### src/hw/rtl/esmm_pkg.sv
// Shared types, constants and helper functions for the engine speed motor model.
// Used by the controller, the datapath, the iterative units and the top level.
package esmm_pkg;

  localparam int unsigned DIVW  = 48;  // dividend and quotient width
  localparam int unsigned DSRW  = 32;  // divisor width
  localparam int unsigned SQRW  = 48;  // radicand width
  localparam int unsigned ROOTW = SQRW / 2;

  localparam logic [16:0] ONE_Q16   = 17'd65536;
  localparam logic [31:0] RATIO_EPS = 32'd65;  // 0.001 in Q16.16
  localparam logic [30:0] POS_MAX31 = 31'h7FFF_FFFF;

  typedef enum logic [2:0] {
    CFG_MAX_FORCE,
    CFG_INERTIA,
    CFG_DRAG,
    CFG_FRICTION,
    CFG_GEAR_RATIO,
    CFG_SPEED_LIMIT,
    CFG_STALL_SPEED
  } cfg_idx_e;

  typedef enum logic [2:0] {
    MUL_NONE,
    MUL_FMAX,
    MUL_PUSH,
    MUL_SLOW,
    MUL_FORCE,
    MUL_VEL,
    MUL_FBA,
    MUL_FBB
  } mul_op_e;

  typedef enum logic [1:0] {
    DIV_IDLE,
    DIV_INR,
    DIV_RATIO
  } div_op_e;

  typedef enum logic [3:0] {
    CAP_NONE,
    CAP_IDLE,
    CAP_GAS,
    CAP_FMAX,
    CAP_PUSH,
    CAP_SLOW,
    CAP_SPEED,
    CAP_VEL,
    CAP_FORCE,
    CAP_B,
    CAP_FB
  } cap_e;

  typedef enum logic [4:0] {
    ST_IDLE,
    ST_START,
    ST_IDIV,
    ST_IDIV_W,
    ST_SQRT,
    ST_SQRT_W,
    ST_MUL_FMAX,
    ST_CAP_FMAX,
    ST_MUL_PUSH,
    ST_PDIV,
    ST_PDIV_W,
    ST_SDIV,
    ST_SDIV_W,
    ST_UPD,
    ST_MUL_FORCE,
    ST_FDIV,
    ST_VEL,
    ST_FDIV_W,
    ST_MUL_A,
    ST_ADIV,
    ST_BCAP,
    ST_ADIV_W,
    ST_DONE
  } state_e;

  typedef struct packed {
    logic    load_in;
    mul_op_e mul_op;
    logic    div_start;
    div_op_e div_op;
    logic    sqrt_start;
    cap_e    cap;
    logic    out_load;
  } cmd_t;

  typedef struct packed {
    logic action;
    logic ratio_ok;
    logic div_busy;
    logic div_done;
    logic sqrt_done;
  } stat_t;

  // Saturate a wide signed value to 32-bit signed.
  function automatic logic signed [31:0] sat_s32(input logic signed [63:0] v);
    logic signed [31:0] r;
    if (v > 64'sh0000_0000_7FFF_FFFF) begin
      r = 32'sh7FFF_FFFF;
    end else if (v < -64'sh0000_0000_8000_0000) begin
      r = 32'sh8000_0000;
    end else begin
      r = v[31:0];
    end
    return r;
  endfunction

  // Saturate an unsigned quotient to 31 bits.
  function automatic logic [30:0] sat_u31(input logic [DIVW-1:0] v);
    logic [30:0] r;
    if (v > {{(DIVW-31){1'b0}}, POS_MAX31}) begin
      r = POS_MAX31;
    end else begin
      r = v[30:0];
    end
    return r;
  endfunction

endpackage

### src/hw/rtl/esmm_div.sv
// Restoring unsigned divider, one quotient bit per cycle.
// Depends on esmm_pkg for the operand widths.
module esmm_div (
  input  logic                     clk_i,
  input  logic                     rst_ni,
  input  logic                     start_i,
  input  logic [esmm_pkg::DIVW-1:0] dividend_i,
  input  logic [esmm_pkg::DSRW-1:0] divisor_i,
  output logic                     busy_o,
  output logic                     done_o,
  output logic [esmm_pkg::DIVW-1:0] quot_o
);
  import esmm_pkg::*;

  localparam int unsigned CNTW = $clog2(DIVW);

  logic            busy_q, busy_d;
  logic            done_q, done_d;
  logic [CNTW-1:0] cnt_q, cnt_d;
  logic [DIVW-1:0] dvd_q, dvd_d;
  logic [DSRW-1:0] rem_q, rem_d;
  logic [DSRW-1:0] dsr_q, dsr_d;
  logic [DSRW:0]   rem_sh;
  logic [DSRW:0]   rem_sub;
  logic            ge;

  assign rem_sh  = {rem_q, dvd_q[DIVW-1]};
  assign rem_sub = rem_sh - {1'b0, dsr_q};
  assign ge      = rem_sh >= {1'b0, dsr_q};

  always_comb begin
    busy_d = busy_q;
    done_d = 1'b0;
    cnt_d  = cnt_q;
    dvd_d  = dvd_q;
    rem_d  = rem_q;
    dsr_d  = dsr_q;
    if (start_i) begin
      busy_d = 1'b1;
      cnt_d  = CNTW'(DIVW - 1);
      dvd_d  = dividend_i;
      rem_d  = '0;
      dsr_d  = divisor_i;
    end else if (busy_q) begin
      // The dividend register fills with quotient bits from the bottom.
      dvd_d = {dvd_q[DIVW-2:0], ge};
      rem_d = ge ? rem_sub[DSRW-1:0] : rem_sh[DSRW-1:0];
      cnt_d = cnt_q - 1'b1;
      if (cnt_q == '0) begin
        busy_d = 1'b0;
        done_d = 1'b1;
      end
    end
  end

  always_ff @(posedge clk_i or negedge rst_ni) begin
    if (!rst_ni) begin
      busy_q <= 1'b0;
      done_q <= 1'b0;
      cnt_q  <= '0;
    end else begin
      busy_q <= busy_d;
      done_q <= done_d;
      cnt_q  <= cnt_d;
    end
  end

  always_ff @(posedge clk_i) begin
    dvd_q <= dvd_d;
    rem_q <= rem_d;
    dsr_q <= dsr_d;
  end

  assign busy_o = busy_q;
  assign done_o = done_q;
  assign quot_o = dvd_q;

endmodule

### config.mk
export PLATFORM = sky130hd
export DESIGN_NAME = esmm_div
export DESIGN_NICKNAME = d
export VERILOG_FILES = /design/src/hw/rtl/esmm_pkg.sv /design/src/hw/rtl/esmm_div.sv
export SDC_FILE = /design/constraint.sdc
export NUM_CORES = 1
export LEC_CHECK = 0
export ABC_AREA = 1
export BUFFER_PORTS_ARGS = -buffer_cell sky130_fd_sc_hd__buf_2
export CAP_MARGIN = 10
export CORE_ASPECT_RATIO = 0.6
export CORE_MARGIN = 2
export CORE_UTILIZATION = 57
export DETAILED_ROUTE_END_ITERATION = 8
export HOLD_SLACK_MARGIN = 0.12
export MAX_ROUTING_LAYER = met4
export PLACE_DENSITY_LB_ADDON = 0.08
export SLEW_MARGIN = 5
export SYNTH_ARGS = -nofsm -noshare
export SYNTH_HDL_FRONTEND = slang
export SYNTH_SLANG_ARGS = --single-unit
### constraint.sdc
create_clock -name clk_i -period 3.3 [get_ports clk_i]
set_input_delay 0.825 -clock clk_i [delete_from_list [all_inputs] [get_ports clk_i]]
set_output_delay 0.825 -clock clk_i [all_outputs]
set_load 0.02 [all_outputs]
==> results_dict.tcl <==
set metrics [dict create \
    grt_pass1_wl_um 33500 \
    cts_setup_buffers 0 \
    clock_sinks 120 \
    reg2reg_from "dsr_q[2]" \
    ys.flop_type "edfxtp_1" \
    syn_nets 1188 \
    drt-vias-per-instance 5.12 \
    antenna_found_initial 0 \
    top_layer "met4" \
    yosysUniqueCellTypes 36 \
    numCtsBuffers 17 \
    setup_ws_ps 746 \
    synth.most_common_cell "nand2_1" \
    clk_pin_slew_ps 60 \
    status "finished, final reports clean" \
    required_ps 3580 \
    routedWlPerCell_um 15.2 \
    first_pass_iters 5 \
    placed_area_um2 8450 \
    crit_arrival_ps 2840 \
    fmax_ghz 0.392 \
    yosysTopAreaCellShare_pct 31.5 \
    power.leakage_nw 4.98 \
    hold_viol 0 \
    min_period_over_period_pct 77.4 \
    fillers 1087 \
    nets 1324 \
    die_area_um2 14300 \
    cp-start-kind "flip-flop" \
    critical_path_cell_count 15 \
    netlist_instances 1070 \
    finalSetupViolCount 0 \
    syn_area_um2 7620 \
    ys_seq_area_share_pct 42.6 \
    drt_iter0_markers 677 \
    crit_fanout 21 \
    port_buffers 132 \
    rsz0062_at_grt "no" \
    period_minus_slack_ps 2550 \
    die_y_um 93.6 \
    cts_tree "built" \
    gr-total-overflow 0 \
    slew_headroom_pct 55.0 \
    synthTopCellsByArea "edfxtp_1 32%, nand2_1 23%, inv_1 9.2%, dfxtp_1 8.4%, ha_1 5.6%" \
    cts_resized 0 \
    crit_family "simple AND/OR/NAND/NOR gates" \
    cts_buffer_depth 2 \
    io-pin-count 133 \
    grt_usage_pct 31.3 \
    ys.warnings.count 0 \
    finalSetupTns_ps 0 \
    diodes 0 \
    crit_slowest_cell "ha_1" \
    antenna_left 0 \
    area_growth_syn_to_layout_pct 18.7 \
    grt_pass1_vias 6417 \
    maxCapViolations 0 \
    finalInstanceArea_um2 9040 \
    avgSynthCellArea_um2 7.12 \
    powerDensity_nw_per_um2 742 \
    cp_slowest_stage_delay_ps 370 \
    met2_length_um 7810 \
    wl_um 21000 \
    cp_cell_sequence "inv_1 > ha_1 > nand2_1 > nand2_1 > nand2_1 > nand2_1 > nand2_1 > nand3_2 > nand2_2 > nand2_2 > nand2_2 > buf_4 > nand3_1 > nand3_1 > o21ai_0" \
    num_rows 32 \
    drc_errors 0 \
    dp_hpwl_um 15900 \
    end_kind "flip-flop" \
    grt_max_degree 49 \
    clk_latency_ps 430 \
    setup.worst_path.start "dsr_q[2]" \
    synth_area_leader_cell "edfxtp_1" \
    ys_ff_latch 120 \
    cp.buffers_inverters 2 \
    vias 7106 \
    fin_skew_ps 17.0 \
    start_util_pct 58.9 \
    cpMostUsedCell "nand2_1" \
    drive_above_1_share_pct 16.7 \
    dieWidth_um 153 \
    h-tree-depth 4 \
    place.gp.congestion 1.03 \
    place_ws_ps 815 \
    dr_wl_met3_um 2430 \
    wl_met1_um 10600 \
    min_path_type "input pin to asynchronous set/reset pin" \
    drv_slew 0 \
    vdd_ir_drop_max_mv 0.374 \
    async_reset_ff_share_pct 6.67 \
    criticalPathCategory "flip-flop to flip-flop" \
    hold_buffers 0 \
    fp.coreArea_um2 12900 \
    worst_pin_slew_ps 674 \
    synth_edf_count 80 \
    r2r_cells 15 \
    clockRootBuffer "clkbuf_16" \
    synthTopCellsByCount "458 x nand2_1, 186 x inv_1, 83 x nand3_1" \
    timing.hold.ws_ps 240 \
]
-- report_power, final --
group	internal (mW)	switching (mW)	leakage [nW]
registers	1.85	0.141	1.19
logic	0.974	1.87	3.50
clock network	1.13	0.753	0.290
-- worst reg2reg max path, cell delays in order (launching register included) --
cell and delay (ps):
edfxtp_1 320, inv_1 40, ha_1 370, nand2_1 100, nand2_1 110, nand2_1 90
nand2_1 50, nand2_1 60, nand3_2 130, nand2_2 110, nand2_2 60, nand2_2 290
buf_4 360, nand3_1 130, nand3_1 100, o21ai_0 110
-- per-layer routing --
layer / global-route usage (%) / up-vias
met5: - / -
met4: 6.71 / 0
met3: 9.64 / 14
met2: 40.0 / 327
met1: 47.7 / 3168
li1: - / 3597
-- cell usage in the layout (no fill, tap or decap), types with 8 or more instances in the layout --
master	count
dfrtp_1	8
a21oi_1	20
nand2_1	458
edfxtp_1	80
ha_1	34
inv_1	185
dfxtp_1	32
clkbuf_16	17
nand3b_1	12
buf_2	131
o21ai_1	10
xnor2_1	13
nor2_1	41
nand3_1	83
buf_4	11
nand4_1	11
-- state kept, by name (all words and copies together) (netlist names) --
name and flops:
dsr_q 32, rem_q 32, done_o 1, busy_o 1, quot_o 48, cnt_q 6
-- final timing paths --
check	endpoint	slack [ps]
setup / recovery	rem_q[0]	750
hold / removal	cnt_q[5]	240
setup reg to reg	rem_q[0]	750
hold reg to reg	rem_q[23]	470
max in group asynchronous	cnt_q[0]	2880
min in group clk_i	rem_q[23]	470
-- cells by family after synthesis --
logic type	Yosys count	share of synthesized area, %
AO/OA/AOI/OAI	45	3.22
XOR/XNOR	14	1.61
adder cells (fa/ha/maj)	35	5.84
buffers and inverters	215	11.3
flip-flops	120	42.6
AND/OR/NAND/NOR	641	35.5
-- layout make-up --
class                           count  area, um2  area share [%]
Clock buffer                       17        425            4.70
Clock inverter                     15        168            1.85
Inverter                          189        709            7.84
Multi-Input combinational cell    735       3530            39.0
Sequential cell                   120       3240            35.9
Tap cell                          170        213            2.35
Timing Repair Buffer              143        758            8.38
-- per-stage QoR --
step	power [mW]	cells	utilization, %
after floorplan	4.05	1070	-
after global placement	4.72	1357	65.3
after detailed placement	4.75	1357	65.3
final	6.71	1389	69.9
after CTS	6.65	1389	69.9
after global routing	7.16	1389	69.9
Note: power is estimated with default switching activity, not from simulation.
