File: config.mk
export PLATFORM = sky130hd
export DESIGN_NAME = esmm_sqrt
export DESIGN_NICKNAME = d
export VERILOG_FILES = /design/src/hw/rtl/esmm_pkg.sv /design/src/hw/rtl/esmm_sqrt.sv
export SDC_FILE = /design/constraint.sdc
export NUM_CORES = 1
export LEC_CHECK = 0
export BUFFER_PORTS_ARGS = -buffer_cell sky130_fd_sc_hd__buf_2
export CAP_MARGIN = 20
export CORE_ASPECT_RATIO = 0.8
export CORE_MARGIN = 2
export CORE_UTILIZATION = 45
export DETAILED_ROUTE_END_ITERATION = 7
export PLACE_DENSITY = 0.75
export SLEW_MARGIN = 20
export SYNTH_ARGS = -nofsm -noshare
export SYNTH_HDL_FRONTEND = slang
export SYNTH_SLANG_ARGS = --single-unit
File: constraint.sdc
create_clock -name clk_i -period 3.1 [get_ports clk_i]
set_input_delay 0.62 -clock clk_i [delete_from_list [all_inputs] [get_ports clk_i]]
set_output_delay 0.62 -clock clk_i [all_outputs]
set_load 0.01 [all_outputs]
File: src/hw/rtl/esmm_pkg.sv
// Shared types, constants and helper functions for the engine speed motor model.
// Used by the controller, the datapath, the iterative units and the top level.
package esmm_pkg;

  localparam int unsigned DIVW  = 48;  // dividend and quotient width
  localparam int unsigned DSRW  = 32;  // divisor width
  localparam int unsigned SQRW  = 48;  // radicand width
  localparam int unsigned ROOTW = SQRW / 2;

  localparam logic [16:0] ONE_Q16   = 17'd65536;
  localparam logic [31:0] RATIO_EPS = 32'd65;  // 0.001 in Q16.16
  localparam logic [30:0] POS_MAX31 = 31'h7FFF_FFFF;

  typedef enum logic [2:0] {
    CFG_MAX_FORCE,
    CFG_INERTIA,
    CFG_DRAG,
    CFG_FRICTION,
    CFG_GEAR_RATIO,
    CFG_SPEED_LIMIT,
    CFG_STALL_SPEED
  } cfg_idx_e;

  typedef enum logic [2:0] {
    MUL_NONE,
    MUL_FMAX,
    MUL_PUSH,
    MUL_SLOW,
    MUL_FORCE,
    MUL_VEL,
    MUL_FBA,
    MUL_FBB
  } mul_op_e;

  typedef enum logic [1:0] {
    DIV_IDLE,
    DIV_INR,
    DIV_RATIO
  } div_op_e;

  typedef enum logic [3:0] {
    CAP_NONE,
    CAP_IDLE,
    CAP_GAS,
    CAP_FMAX,
    CAP_PUSH,
    CAP_SLOW,
    CAP_SPEED,
    CAP_VEL,
    CAP_FORCE,
    CAP_B,
    CAP_FB
  } cap_e;

  typedef enum logic [4:0] {
    ST_IDLE,
    ST_START,
    ST_IDIV,
    ST_IDIV_W,
    ST_SQRT,
    ST_SQRT_W,
    ST_MUL_FMAX,
    ST_CAP_FMAX,
    ST_MUL_PUSH,
    ST_PDIV,
    ST_PDIV_W,
    ST_SDIV,
    ST_SDIV_W,
    ST_UPD,
    ST_MUL_FORCE,
    ST_FDIV,
    ST_VEL,
    ST_FDIV_W,
    ST_MUL_A,
    ST_ADIV,
    ST_BCAP,
    ST_ADIV_W,
    ST_DONE
  } state_e;

  typedef struct packed {
    logic    load_in;
    mul_op_e mul_op;
    logic    div_start;
    div_op_e div_op;
    logic    sqrt_start;
    cap_e    cap;
    logic    out_load;
  } cmd_t;

  typedef struct packed {
    logic action;
    logic ratio_ok;
    logic div_busy;
    logic div_done;
    logic sqrt_done;
  } stat_t;

  // Saturate a wide signed value to 32-bit signed.
  function automatic logic signed [31:0] sat_s32(input logic signed [63:0] v);
    logic signed [31:0] r;
    if (v > 64'sh0000_0000_7FFF_FFFF) begin
      r = 32'sh7FFF_FFFF;
    end else if (v < -64'sh0000_0000_8000_0000) begin
      r = 32'sh8000_0000;
    end else begin
      r = v[31:0];
    end
    return r;
  endfunction

  // Saturate an unsigned quotient to 31 bits.
  function automatic logic [30:0] sat_u31(input logic [DIVW-1:0] v);
    logic [30:0] r;
    if (v > {{(DIVW-31){1'b0}}, POS_MAX31}) begin
      r = POS_MAX31;
    end else begin
      r = v[30:0];
    end
    return r;
  endfunction

endpackage

File: src/hw/rtl/esmm_sqrt.sv
// Digit-by-digit integer square root, one root bit per cycle.
// Depends on esmm_pkg for the radicand and root widths.
module esmm_sqrt (
  input  logic                      clk_i,
  input  logic                      rst_ni,
  input  logic                      start_i,
  input  logic [esmm_pkg::SQRW-1:0]  radicand_i,
  output logic                      done_o,
  output logic [esmm_pkg::ROOTW-1:0] root_o
);
  import esmm_pkg::*;

  localparam int unsigned CNTW = $clog2(ROOTW);
  localparam int unsigned REMW = ROOTW + 2;

  logic             busy_q, busy_d;
  logic             done_q, done_d;
  logic [CNTW-1:0]  cnt_q, cnt_d;
  logic [SQRW-1:0]  rad_q, rad_d;
  logic [REMW-1:0]  rem_q, rem_d;
  logic [ROOTW-1:0] root_q, root_d;
  logic [REMW+1:0]  rem_sh;
  logic [REMW+1:0]  trial;
  logic [REMW+1:0]  rem_sub;
  logic             ge;

  assign rem_sh  = {rem_q, rad_q[SQRW-1 -: 2]};
  assign trial   = {2'b00, root_q, 2'b01};
  assign rem_sub = rem_sh - trial;
  assign ge      = rem_sh >= trial;

  always_comb begin
    busy_d = busy_q;
    done_d = 1'b0;
    cnt_d  = cnt_q;
    rad_d  = rad_q;
    rem_d  = rem_q;
    root_d = root_q;
    if (start_i) begin
      busy_d = 1'b1;
      cnt_d  = CNTW'(ROOTW - 1);
      rad_d  = radicand_i;
      rem_d  = '0;
      root_d = '0;
    end else if (busy_q) begin
      rad_d  = {rad_q[SQRW-3:0], 2'b00};
      rem_d  = ge ? rem_sub[REMW-1:0] : rem_sh[REMW-1:0];
      root_d = {root_q[ROOTW-2:0], ge};
      cnt_d  = cnt_q - 1'b1;
      if (cnt_q == '0) begin
        busy_d = 1'b0;
        done_d = 1'b1;
      end
    end
  end

  always_ff @(posedge clk_i or negedge rst_ni) begin
    if (!rst_ni) begin
      busy_q <= 1'b0;
      done_q <= 1'b0;
      cnt_q  <= '0;
    end else begin
      busy_q <= busy_d;
      done_q <= done_d;
      cnt_q  <= cnt_d;
    end
  end

  always_ff @(posedge clk_i) begin
    rad_q  <= rad_d;
    rem_q  <= rem_d;
    root_q <= root_d;
  end

  assign done_o = done_q;
  assign root_o = root_q;

endmodule

==> results.json <==
{
  "max_freq_mhz": 360,
  "die-area_um2": 13700,
  "reg2reg_from": "root_o[16]",
  "layout_commonest_cell": "buf_2",
  "setup-violations-final": 0,
  "timing.critical_path.max_delay_family": "simple AND/OR/NAND/NOR gates",
  "fin_crit_sh": 0.897,
  "gp_routability_congestion": 0.889,
  "antenna_cells": 0,
  "syn_to_final_growth_pct": 14.9,
  "crit_chain": "inv_1, ha_1, nand4_1, nor4_1, nand4_1, nand3_1, o31ai_4, buf_12, or3b_1, a311oi_1",
  "cts_tree": "done",
  "finalCriticalPeriod_ps": 2780,
  "path_common_cell": "nand4_1",
  "fin_area_um2": 6580,
  "clk_pin_slew_worst_paths_ps": 70,
  "path_depth": 10,
  "cts_buffers": 9,
  "portBuffers": 75,
  "grt_overflow_total": 0,
  "crit_path_end": "rem_q[20]",
  "r2r_setup_slack_ps": 320,
  "synth-compound-area-share": 0.131,
  "critPathMaxFanout": 36,
  "wl_per_cell_um": 14.3,
  "die_w_um": 130,
  "vias": 4184,
  "grt_max_degree": 50,
  "critPathBufInv": 2,
  "dp_hpwl_mm": 7.91,
  "cts.sinks": 105,
  "slew_headroom": 0.633,
  "core-area_um2": 12300,
  "final_nets": 686,
  "synth_adder_area_share": 0.0611,
  "run_status": "finished clean",
  "ant_nets": 0,
  "max_stage_delay_ps": 400,
  "firstDrtPassIters": 5,
  "tightest_slew_ps": 550,
  "cp-end-kind": "register",
  "layout_common_cells": "buf_2, nor2_1, dfxtp_1",
  "min_path_type": "in2async",
  "drv_slew": 0,
  "r2r_end": "rem_q[20]",
  "grtUsageTotal": 0.172,
  "clock_latency_ps": 350,
  "hold_buffers": 0,
  "grt_pass1_vias": 4162,
  "ctsResizeCount": 0,
  "fin_skew_ps": 12.0,
  "grt_pass1_wl_mm": 18.9,
  "synth-simple-area-share": 0.113,
  "syn_nets": 620,
  "synth.distinct_cells": 59,
  "synthMuxAreaShare": 0.161,
  "wl_mm": 11.2,
  "cts_setup_buffers": 0,
  "multiInputGateArea_um2": 2860,
  "synth_edf_count": 48,
  "ir_drop_mv": 0.568,
  "cp_data_required_time_ps": 3360,
  "htree_levels": 3,
  "rr_worst_depth": 10,
  "worstSetupPathType": "reg2reg",
  "regArea_um2": 2620,
  "p_leak_nw": 2.88,
  "antenna_found_initial": 0,
  "root_buffer": "clkbuf_16",
  "worstSetupStartpoint": "root_o[16]",
  "arrival_ps": 3040,
  "synthFlopType": "dfxtp_1",
  "rows": 36,
  "yosysWarnings": 0,
  "synth_xor_xnor_area_share": 0.0336,
  "finalHoldViolCount": 0,
  "cp_slowest_cell": "ha_1",
  "synthArstFlopShare": 0.0667,
  "drc": 0,
  "ys_ff_latch": 105,
  "worst_slack_ps": 320,
  "pwr_density_cell_nw_per_um2": 904,
  "synth_area_um2": 5730,
  "rsz0062_at_grt": "no",
  "fillers": 1122,
  "maxCapViolations": 0,
  "finalNonFillerCells": 783,
  "drive_gt1_frac": 0.252,
  "detail_route.iter0.violations": 212,
  "place_area_um2": 6270,
  "fp.dieH_um": 105,
  "syn_inst": 541,
  "via_per_inst": 5.34,
  "dp_cells": 767,
  "start_util": 0.466,
  "fin_setup_tns_ps": 0,
  "seq_area_frac_synth": 0.457,
  "avgSynthCellArea_um2": 10.6,
  "place_worst_setup_slack_ps": 301,
  "start_kind": "register",
  "io_pins": 76,
  "synth_top_family_by_area": "multiplexers",
  "cts_buffer_depth": 2
}
-- metal layers --
metal / global-route usage / share of wire / vias to the layer above
li1: - / - / 2091
met2: 0.282 / 0.46 / 106
met3: 0.0348 / 0.048 / 21
met4: 0.0661 / 0.021 / 0
met1: 0.224 / 0.47 / 1966
met5: 0 / 0 / -
-- stage by stage --
stage	hold slack [ps]	total power (W)	utilization
CTS	76.1	0.00598	0.535
finish	83.2	0.00595	0.535
global route	77.9	0.00637	0.535
global placement	443	0.00466	0.510
detailed placement	457	0.00474	0.510
floorplan	324	0.00423	-
-- worst register-to-register path, cell delays in order, from the launching register on --
cell and delay (ps):
dfxtp_1 370, inv_1 60, ha_1 400, nand4_1 270, nor4_1 340, nand4_1 140
nand3_1 160, o31ai_4 80, buf_12 210, or3b_1 400, a311oi_1 260
-- kinds of logic after synthesis --
logic type,count (synthesis)
mux,86
compound gates,102
buf+inv,61
xor+xnor,22
simple gates,137
flops,105
fa+ha+maj,28
-- cell type report --
class	count	share of cell area
clock inverters	6	0.0125
inverters	35	0.0200
well taps	171	0.0325
clock buffers	10	0.0348
flip-flops and latches	105	0.398
multi-input cells	375	0.434
repair buffers	81	0.0680
-- synth_stat cells, types with 3 or more instances --
| cell type | count | share of area |
|---|---|---|
| a211oi_1 | 20 | 0.026 |
| a21o_1 | 11 | 0.014 |
| a21oi_1 | 20 | 0.017 |
| a311oi_1 | 4 | 0.0061 |
| a31oi_1 | 3 | 0.0033 |
| and2_1 | 3 | 0.0033 |
| and3_1 | 3 | 0.0033 |
| buf_1 | 7 | 0.0046 |
| buf_2 | 3 | 0.0026 |
| clkbuf_1 | 13 | 0.0085 |
| dfrtp_1 | 7 | 0.031 |
| dfxtp_1 | 50 | 0.17 |
| edfxtp_1 | 48 | 0.25 |
| ha_1 | 28 | 0.061 |
| inv_1 | 35 | 0.023 |
| mux2_2 | 47 | 0.092 |
| mux2i_1 | 39 | 0.068 |
| nand2_1 | 22 | 0.014 |
| nand2b_1 | 6 | 0.0066 |
| nand3_1 | 9 | 0.0079 |
| nand4_1 | 5 | 0.0055 |
| nor2_1 | 64 | 0.042 |
| nor3_1 | 7 | 0.0061 |
| nor4_1 | 3 | 0.0033 |
| o21a_1 | 6 | 0.0079 |
| o21ai_0 | 10 | 0.0087 |
| o21ai_1 | 3 | 0.0026 |
| o21bai_1 | 4 | 0.0052 |
| xnor2_1 | 15 | 0.023 |
| xor2_1 | 7 | 0.011 |
-- power breakdown --
part	total, W	switching (W)	internal (W)
Combinational	0.00295	0.00158	0.00137
Clock	0.00120	0.000493	0.000704
Sequential	0.00180	0.000128	0.00168
Total	0.00595	0.00220	0.00375
-- flip-flops by register name, indices dropped and copies added, names as in the netlist --
name	flops
busy_q	1
cnt_q	5
done_o	1
rad_q	48
rem_q	26
root_o	24
-- worst min-delay path by stage --
stage	start	end	cells after the start
floorplan	rst_ni	busy_q	0
global placement	rem_q[24]	rem_q[24]	2
detailed placement	rst_ni	done_o	1
CTS	rst_ni	busy_q	1
global route	rst_ni	busy_q	1
finish	rst_ni	busy_q	1
(Power assumes the default switching activity.)
